## config.mk

```make
export PLATFORM = sky130hd
export DESIGN_NAME = modular_exponentiation
export DESIGN_NICKNAME = d
export VERILOG_FILES = /design/src/hdl/mexp_pkg.sv /design/src/hdl/mexp_datapath.sv /design/src/hdl/mexp_control.sv /design/src/hdl/modular_exponentiation.sv
export SDC_FILE = /design/constraint.sdc
export NUM_CORES = 2
export LEC_CHECK = 0
export BUFFER_PORTS_ARGS = -buffer_cell sky130_fd_sc_hd__buf_2
export CAP_MARGIN = 25
export CELL_PAD_IN_SITES_DETAIL_PLACEMENT = 1
export CELL_PAD_IN_SITES_GLOBAL_PLACEMENT = 2
export CORE_ASPECT_RATIO = 1.1
export CORE_UTILIZATION = 41
export CTS_CLUSTER_DIAMETER = 100
export DETAILED_ROUTE_END_ITERATION = 6
export PLACE_DENSITY = 0.94
export SLEW_MARGIN = 20
export SYNTH_ARGS = -nofsm -noshare
export SYNTH_HDL_FRONTEND = slang
export SYNTH_SLANG_ARGS = --single-unit
```

## constraint.sdc

```tcl
create_clock -name clock -period 18.45 [get_ports clock]
set_input_delay 1.845 -clock clock [delete_from_list [all_inputs] [get_ports clock]]
set_output_delay 1.845 -clock clock [all_outputs]
set_load 0.1 [all_outputs]
```

## src/hdl/mexp_pkg.sv

```systemverilog
`timescale 1ns / 1ps
package mexp_pkg;
   localparam int FIELD_W = 64;
   localparam int REQ_DATA_W = 192;
   localparam int RSP_DATA_W = 72;

   typedef struct packed {
      logic load;
      logic reduce_start;
      logic mul_start;
      logic mul_sel_acc;
      logic shift_exp;
   } cmd_type;

   typedef struct packed {
      logic zero_mod;
      logic exp_bit;
      logic busy;
   } stat_type;
endpackage

```

## src/hdl/mexp_datapath.sv

```systemverilog
`timescale 1ns / 1ps
module mexp_datapath #(
   parameter int WIDTH = 64
) (
   input  logic                  clock,
   input  logic                  reset,
   input  logic [WIDTH-1:0]      base_in,
   input  logic [WIDTH-1:0]      exp_in,
   input  logic [WIDTH-1:0]      mod_in,
   input  mexp_pkg::cmd_type     cmd,
   output mexp_pkg::stat_type    stat,
   output logic [WIDTH-1:0]      result
);
   import mexp_pkg::*;
   localparam int CW = $clog2(WIDTH + 1);

   logic [WIDTH-1:0] n_ff, sq_ff, acc_ff, exp_ff, x_ff, y_ff, p_ff;
   logic [WIDTH-1:0] n_in, sq_in, acc_in, exp_in_r, x_in, y_in, p_in;
   logic [CW-1:0] cnt_ff, cnt_in;
   logic busy_ff, busy_in, dst_acc_ff, dst_acc_in;
   logic [WIDTH:0] dbl, sum, dbl_r, sum_r;
   logic [WIDTH-1:0] step;

   // one shift-add step: p = 2p (+y) mod n; reduction of a uses y=1 and bits of a
   always_comb begin
      dbl = {p_ff, 1'b0};
      dbl_r = (dbl >= {1'b0, n_ff}) ? dbl - {1'b0, n_ff} : dbl;
      sum = dbl_r + (x_ff[WIDTH-1] ? {1'b0, y_ff} : '0);
      sum_r = (sum >= {1'b0, n_ff}) ? sum - {1'b0, n_ff} : sum;
      step = sum_r[WIDTH-1:0];
   end

   always_comb begin
      n_in = n_ff; sq_in = sq_ff; acc_in = acc_ff; exp_in_r = exp_ff;
      x_in = x_ff; y_in = y_ff; p_in = p_ff; cnt_in = cnt_ff;
      busy_in = busy_ff; dst_acc_in = dst_acc_ff;
      if (cmd.load) begin
         n_in = mod_in;
         exp_in_r = exp_in;
         sq_in = base_in;
         acc_in = (mod_in == WIDTH'(1)) ? '0 : WIDTH'(1);
      end
      if (cmd.shift_exp) exp_in_r = exp_ff >> 1;
      if (cmd.reduce_start) begin
         // a mod n = a*1 mod n via shift-add with y=1; a is held in sq
         x_in = sq_ff; y_in = WIDTH'(1); p_in = '0;
         cnt_in = CW'(WIDTH); busy_in = 1'b1; dst_acc_in = 1'b0;
      end else if (cmd.mul_start) begin
         x_in = cmd.mul_sel_acc ? acc_ff : sq_ff; y_in = sq_ff; p_in = '0;
         cnt_in = CW'(WIDTH); busy_in = 1'b1;
         dst_acc_in = cmd.mul_sel_acc;
      end else if (busy_ff) begin
         p_in = step;
         x_in = x_ff << 1;
         cnt_in = cnt_ff - CW'(1);
         if (cnt_ff == CW'(1)) begin
            busy_in = 1'b0;
            if (dst_acc_ff) acc_in = step;
            else sq_in = step;
         end
      end
   end

   always_ff @(posedge clock) begin
      n_ff <= n_in; sq_ff <= sq_in; acc_ff <= acc_in; exp_ff <= exp_in_r;
      x_ff <= x_in; y_ff <= y_in; p_ff <= p_in; cnt_ff <= cnt_in;
      dst_acc_ff <= dst_acc_in;
      if (reset) busy_ff <= 1'b0;
      else busy_ff <= busy_in;
   end

   assign stat = '{zero_mod: (n_ff == '0), exp_bit: exp_ff[0], busy: busy_ff};
   assign result = acc_ff;
endmodule

```

## src/hdl/mexp_control.sv

```systemverilog
`timescale 1ns / 1ps
module mexp_control #(
   parameter int WIDTH = 64
) (
   input  logic               clock,
   input  logic               reset,
   input  logic               req_fire,
   input  logic               rsp_free,
   input  mexp_pkg::stat_type stat,
   output mexp_pkg::cmd_type  cmd,
   output logic               idle,
   output logic               done
);
   import mexp_pkg::*;
   localparam logic [2:0] S_IDLE = 3'd0, S_CHECK = 3'd1, S_BIT = 3'd3,
                          S_MUL = 3'd4, S_SQ = 3'd5, S_WAIT = 3'd6, S_DONE = 3'd7;
   localparam int CW = $clog2(WIDTH + 1);

   logic [2:0] state_ff, state_in, ret_ff, ret_in;
   logic [CW-1:0] bit_ff, bit_in;

   always_comb begin
      state_in = state_ff; ret_in = ret_ff; bit_in = bit_ff;
      cmd = '0; done = 1'b0;
      idle = (state_ff == S_IDLE);
      unique case (state_ff)
         S_IDLE: if (req_fire) begin cmd.load = 1'b1; state_in = S_CHECK; end
         S_CHECK: begin
            if (stat.zero_mod) state_in = S_DONE;
            else begin
               cmd.reduce_start = 1'b1; ret_in = S_BIT; state_in = S_WAIT;
               bit_in = CW'(WIDTH);
            end
         end
         S_BIT: begin
            if (bit_ff == '0) state_in = S_DONE;
            else if (stat.exp_bit) state_in = S_MUL;
            else state_in = S_SQ;
         end
         S_MUL: begin
            cmd.mul_start = 1'b1; cmd.mul_sel_acc = 1'b1;
            ret_in = S_SQ; state_in = S_WAIT;
         end
         S_SQ: begin
            cmd.mul_start = 1'b1; cmd.shift_exp = 1'b1;
            bit_in = bit_ff - CW'(1);
            ret_in = S_BIT; state_in = S_WAIT;
         end
         S_WAIT: if (!stat.busy) state_in = ret_ff;
         S_DONE: if (rsp_free) begin done = 1'b1; state_in = S_IDLE; end
         default: state_in = S_IDLE;
      endcase
   end

   always_ff @(posedge clock) begin
      ret_ff <= ret_in; bit_ff <= bit_in;
      if (reset) state_ff <= S_IDLE;
      else state_ff <= state_in;
   end
endmodule

```

## src/hdl/modular_exponentiation.sv

```systemverilog
`timescale 1ns / 1ps
// Modular exponentiation, right-to-left square-and-multiply.
// Input channel req_: one transaction carries base, exponent, modulus.
// Output channel rsp_: one transaction per input with power_residue and
// zero_modulus_error. Only the low WIDTH bits of each operand are used.
// Every modular product runs through one shared shift-add reducer; the base is
// first reduced that way. A zero modulus skips the reducer. One item is in
// work at a time; the next is taken once the result moves into the output
// register.
// Reset (synchronous, active high) empties the output register and returns
// the controller to idle. When the receiver stalls the result holds in the
// output register; a finished item waits for the register to empty before
// it is posted, and no new item is accepted until then.
module modular_exponentiation #(
   parameter int WIDTH = 64
) (
   input  logic                                clock,
   input  logic                                reset,
   input  logic                                req_tvalid,
   output logic                                req_tready,
   input  logic [mexp_pkg::REQ_DATA_W-1:0]     req_tdata,  // base, exponent, modulus
   output logic                                rsp_tvalid,
   input  logic                                rsp_tready,
   output logic [mexp_pkg::RSP_DATA_W-1:0]     rsp_tdata   // power_residue, zero_modulus_error, pad
);
   import mexp_pkg::*;

   cmd_type cmd;
   stat_type stat;
   logic idle, done, req_fire, rsp_free;
   logic [WIDTH-1:0] result;
   logic rsp_valid_ff, rsp_valid_in;
   logic [RSP_DATA_W-1:0] rsp_data_ff, rsp_data_in;

   assign req_tready = idle;
   assign req_fire = req_tvalid & idle;
   assign rsp_free = !rsp_valid_ff || rsp_tready;

   mexp_datapath #(.WIDTH(WIDTH)) u_dp (
      .clock, .reset,
      .base_in(req_tdata[WIDTH-1:0]),
      .exp_in(req_tdata[FIELD_W +: WIDTH]),
      .mod_in(req_tdata[2*FIELD_W +: WIDTH]),
      .cmd, .stat, .result
   );

   mexp_control #(.WIDTH(WIDTH)) u_ctl (
      .clock, .reset, .req_fire, .rsp_free, .stat, .cmd, .idle, .done
   );

   always_comb begin
      rsp_valid_in = rsp_valid_ff & !rsp_tready;
      rsp_data_in = rsp_data_ff;
      if (done) begin
         rsp_valid_in = 1'b1;
         rsp_data_in = '0;
         if (stat.zero_mod) rsp_data_in[FIELD_W] = 1'b1;
         else rsp_data_in[WIDTH-1:0] = result;
      end
   end

   always_ff @(posedge clock) begin
      rsp_data_ff <= rsp_data_in;
      if (reset) rsp_valid_ff <= 1'b0;
      else rsp_valid_ff <= rsp_valid_in;
   end

   assign rsp_tvalid = rsp_valid_ff;
   assign rsp_tdata = rsp_data_ff;
endmodule
```

==> results by stage <==
Status:
- The run finished with clean final reports.

Floorplan:
- The total number of placement rows is 109.
- Measured along the y axis, the die boundary spans between 300 and 400 microns.
- 270 I/O pins were placed.
- The total area inside the core boundary comes to 0.08087 sq mm.
- The starting utilization of the core area is 41.72%.
- The floorplan die width is 275.5 microns.
- The die covers 0.08345 sq mm.

Critical path:
- The type of the setup path with the least slack is reg -> reg.
- The critical path buffer and inverter count is 3.
- The critical path startpoint category is a flip-flop.
- STA classifies the critical path endpoint as a flip-flop.
- At the worst endpoint, the required time is 19040 ps.
- On the worst path, the slowest cell contributes a delay of just over 900 ps.
- For the worst setup path, the data arrival time is 12200 ps.
- Among cell families on the critical path, the largest total delay comes from compound AO/OA/AOI/OAI gates.
- The critical path's most frequent cell is sky130_fd_sc_hd__ha_1.
- The highest-delay cell along the critical path is sky130_fd_sc_hd__o311ai_1.
- Of all nets on the critical path, the largest fanout is just under 80.

Finish:
- The number of filler instances in the final layout is 9455.
- The fraction of layout instances using a drive strength above 1 is 12.56%.
- Compared with the post-synthesis result, the final layout area differs by 11.92%.
- For this run, the post-layout net count is about 4.3k.
- 0 antenna diodes ended up in the layout.

Place:
- The congestion estimate from routability-driven global placement came to 0.9790.
- The sum of net half-perimeters after detailed placement is 98460 microns.
- Input and output buffers added on the ports amount to 262.

STA:
- The clock arrives with 25.54 ps of skew.
- The top achievable clock speed is 86.09 MHz.
- The setup total negative slack is 0 ps.
- The worst slew margin relative to its limit is 12.95%.
- Setup violations remaining at the end of the flow were counted as 0.
- After layout, the minimum clock period comes to 11620 ps.
- The final hold violation count is 0.
- Setup repair after global routing left no endpoint under its margin.
- The number of max-slew violations in the final report is 0.
- At the pin with the least slew margin, the transition time is 1273 ps.
- The final critical path takes up 62.96% of the cycle.

Logic synthesis:
- The leading register cell type out of synthesis is sky130_fd_sc_hd__dfxtp_1.
- Counting flops and latches in the post-synthesis netlist gives 535.
- The distinct cell type count of the synthesized netlist is 78.
- In this run the cell area of the synthesized design comes to 0.03374 sq mm.
- After synthesis, the mean cell area works out to 8.813 sq um.
- The share of the Yosys chip area taken by registers is about two fifths.
- The gate count after technology mapping is 3829.
- Yosys printed 0 warnings.
- For this run, asynchronously set or reset flops after synthesis account for 0%.
- Yosys mapped a number of flops with a built-in enable equal to 265.

Drt:
- For this run, the detailed router's first-pass iteration total came to 5.
- The post-route antenna net violation count is 0.
- In the final routed layout, each cell accounts on average for approximately 25 microns.
- The total routed wirelength is 126200 microns.
- The count of routing violations after the opening detailed-route iteration is approximately 2.0k.
- The routed layout has 30.15k vias.
- The average via count per standard cell is roughly 6.
- The DRC violations left is 0.

CTS:
- The clock reaches the later pin of the worst-skew pair after 670 ps.
- The number of buffers inserted for hold repair after clock tree synthesis is 0.
- In this run the clock root is driven by a sky130_fd_sc_hd__clkbuf_16.
- The CTS tree is yes.
- The CTS H-tree depth is 2.
- CTS saw ~540 sinks.
- The number of setup buffers added after CTS is 0.
- Counting the buffers created by CTS gives 60.
- Gates resized during post-CTS repair numbered 0.
- Counting along the longest clock path gives a buffer depth of 3.
- Clock-pin slew was measured on the worst setup and hold paths at 60 ps.

GRT:
- The maximum number of pins on one net before global-route repair is 78.
- The overall routing resource usage is between 20 and 30%.
- The first-pass GRT wire length is 189900 microns.
- The number of global-route vias before repair is 31.00k.
- The initial antenna violation count came to 9.
- Summed over all layers, the global routing overflow is 0.

Hold path:
- The path class of the tightest hold or removal check is reg -> reg.

Run:
- Across the run, the number of max-cap violations was 0.
[cell type report]
class | instances | area [sq um] | area share, %
tap | 1054 | 1319 | 3.492
inverter | 123 | 467.9 | 1.239
clock buffer | 81 | 1620 | 4.290
clock inverter | 31 | 345.3 | 0.9144
sequential | 535 | 13370 | 35.39
multi-input combinational | 2925 | 19010 | 50.34
timing repair buffer | 301 | 1637 | 4.333
[sequential cells by signal, indices dropped and copies added, names as in the netlist]
name	flops
rsp_tdata	65
rsp_tvalid	1
u_ctl.bit_ff	7
u_ctl.ret_ff	2
u_ctl.state_ff	3
u_dp.busy_ff	1
u_dp.cnt_ff	7
u_dp.dst_acc_ff	1
u_dp.exp_ff	64
u_dp.n_ff	64
u_dp.p_ff	64
u_dp.result	64
u_dp.sq_ff	64
u_dp.x_ff	64
u_dp.y_ff	64
[worst reg2reg max path: cells and delay by family (launching register included)]
kind,cells,cell delay (ps)
AOI/OAI and AO/OA,17,5720
xor gates and xnor gates,1,180
adders and majority gates,3,1200
buffers and inverters,3,1150
DFF,1,490
muxes,1,470
and+or+nand+nor,7,2360
[cells by family (layout without fill, tap and decap cells)]
family                     Yosys count  count (layout)  share of synthesized area (%)
AOI/OAI and AO/OA                 1197            1197                          21.15
and+or+nand+nor                   1140            1140                          16.50
DFF                                535             535                          39.60
buffers and inverters              375             536                          4.394
adders and majority gates          199             199                          7.446
muxes                              195             195                          6.048
xor gates and xnor gates           187             187                          4.854
other                                1               7                        0.01111
[metrics by stage]
step	hold WS, ps	util [%]	setup slack [ps]	area [sq um]	cells
final	452.0	46.70	6834	37770	5050
after global routing	463.2	46.70	6094	37770	5050
after CTS	450.6	46.66	6923	37740	5048
after detailed placement	442.3	44.23	6969	35770	4936
after global placement	438.3	44.19	7423	35740	4934
after floorplan	431.7	-	10320	33770	3835
[path summary, 6_finish.rpt]
path	startpoint	endpoint	slack, ps	depth (start not counted)
worst max-delay path	u_dp.n_ff[36]$_DFFE_PP_	u_dp.result[59]$_DFF_P_	6830	32
worst min-delay path	u_dp.y_ff[50]$_SDFFE_PP0N_	u_dp.y_ff[50]$_SDFFE_PP0N_	450	2
worst max register to register	u_dp.n_ff[36]$_DFFE_PP_	u_dp.result[59]$_DFF_P_	6830	32
worst min register to register	u_dp.y_ff[50]$_SDFFE_PP0N_	u_dp.y_ff[50]$_SDFFE_PP0N_	450	2
[cell usage in the layout, fill, tap and decap left out, types with 13 or more instances in the layout]
| cell | n |
|---|---|
| sky130_fd_sc_hd__o21bai_1 | 38 |
| sky130_fd_sc_hd__a21o_1 | 93 |
| sky130_fd_sc_hd__buf_2 | 262 |
| sky130_fd_sc_hd__nand4_1 | 66 |
| sky130_fd_sc_hd__a211oi_1 | 87 |
| sky130_fd_sc_hd__nor2_1 | 217 |
| sky130_fd_sc_hd__xnor2_1 | 106 |
| sky130_fd_sc_hd__clkbuf_16 | 60 |
| sky130_fd_sc_hd__mux2_2 | 71 |
| sky130_fd_sc_hd__ha_1 | 196 |
| sky130_fd_sc_hd__nor2b_1 | 81 |
| sky130_fd_sc_hd__buf_4 | 36 |
| sky130_fd_sc_hd__and3_1 | 20 |
| sky130_fd_sc_hd__xor2_1 | 81 |
| sky130_fd_sc_hd__clkinv_2 | 13 |
| sky130_fd_sc_hd__edfxtp_1 | 265 |
| sky130_fd_sc_hd__a31oi_1 | 38 |
| sky130_fd_sc_hd__inv_1 | 120 |
| sky130_fd_sc_hd__o21ai_0 | 265 |
| sky130_fd_sc_hd__dfxtp_1 | 269 |
| sky130_fd_sc_hd__nand3_1 | 110 |
| sky130_fd_sc_hd__mux2i_1 | 124 |
| sky130_fd_sc_hd__nor3_1 | 29 |
| sky130_fd_sc_hd__o21a_1 | 31 |
| sky130_fd_sc_hd__clkbuf_1 | 17 |
| sky130_fd_sc_hd__nand2b_1 | 22 |
| sky130_fd_sc_hd__o21ai_1 | 34 |
| sky130_fd_sc_hd__nor4_1 | 37 |
| sky130_fd_sc_hd__and2_1 | 137 |
| sky130_fd_sc_hd__nand2_1 | 356 |
| sky130_fd_sc_hd__a21oi_1 | 478 |
| sky130_fd_sc_hd__o211ai_1 | 16 |
[metal layers]
layer	vias up	GRT usage (%)	wire length [microns]
li1	14140	-	-
met1	14980	38.67	55660
met2	817	50.39	59930
met3	207	4.464	6593
met4	12	8.906	3928
met5	-	0	64
[cells in the mapped netlist (20+ instances only)]
cell type | instances | area share [%]
sky130_fd_sc_hd__a211oi_1 | 87 | 1.9
sky130_fd_sc_hd__a21o_1 | 93 | 2.1
sky130_fd_sc_hd__a21oi_1 | 478 | 7.1
sky130_fd_sc_hd__a31oi_1 | 38 | 0.70
sky130_fd_sc_hd__and2_1 | 138 | 2.6
sky130_fd_sc_hd__and3_1 | 20 | 0.37
sky130_fd_sc_hd__clkbuf_1 | 230 | 2.6
sky130_fd_sc_hd__dfxtp_1 | 270 | 16
sky130_fd_sc_hd__edfxtp_1 | 265 | 24
sky130_fd_sc_hd__ha_1 | 196 | 7.3
sky130_fd_sc_hd__inv_1 | 121 | 1.3
sky130_fd_sc_hd__mux2_2 | 71 | 2.4
sky130_fd_sc_hd__mux2i_1 | 124 | 3.7
sky130_fd_sc_hd__nand2_1 | 358 | 4.0
sky130_fd_sc_hd__nand2b_1 | 23 | 0.43
sky130_fd_sc_hd__nand3_1 | 110 | 1.6
sky130_fd_sc_hd__nand4_1 | 66 | 1.2
sky130_fd_sc_hd__nor2_1 | 221 | 2.5
sky130_fd_sc_hd__nor2b_1 | 82 | 1.5
sky130_fd_sc_hd__nor3_1 | 30 | 0.44
sky130_fd_sc_hd__nor4_1 | 40 | 0.74
sky130_fd_sc_hd__o21a_1 | 31 | 0.69
sky130_fd_sc_hd__o21ai_0 | 266 | 3.9
sky130_fd_sc_hd__o21ai_1 | 33 | 0.49
sky130_fd_sc_hd__o21bai_1 | 38 | 0.85
sky130_fd_sc_hd__xnor2_1 | 106 | 2.8
sky130_fd_sc_hd__xor2_1 | 81 | 2.1
Power is left out: the tool's default activity adds up to more than one toggle a clock period on the data nets, which glitch-free logic cannot reach.
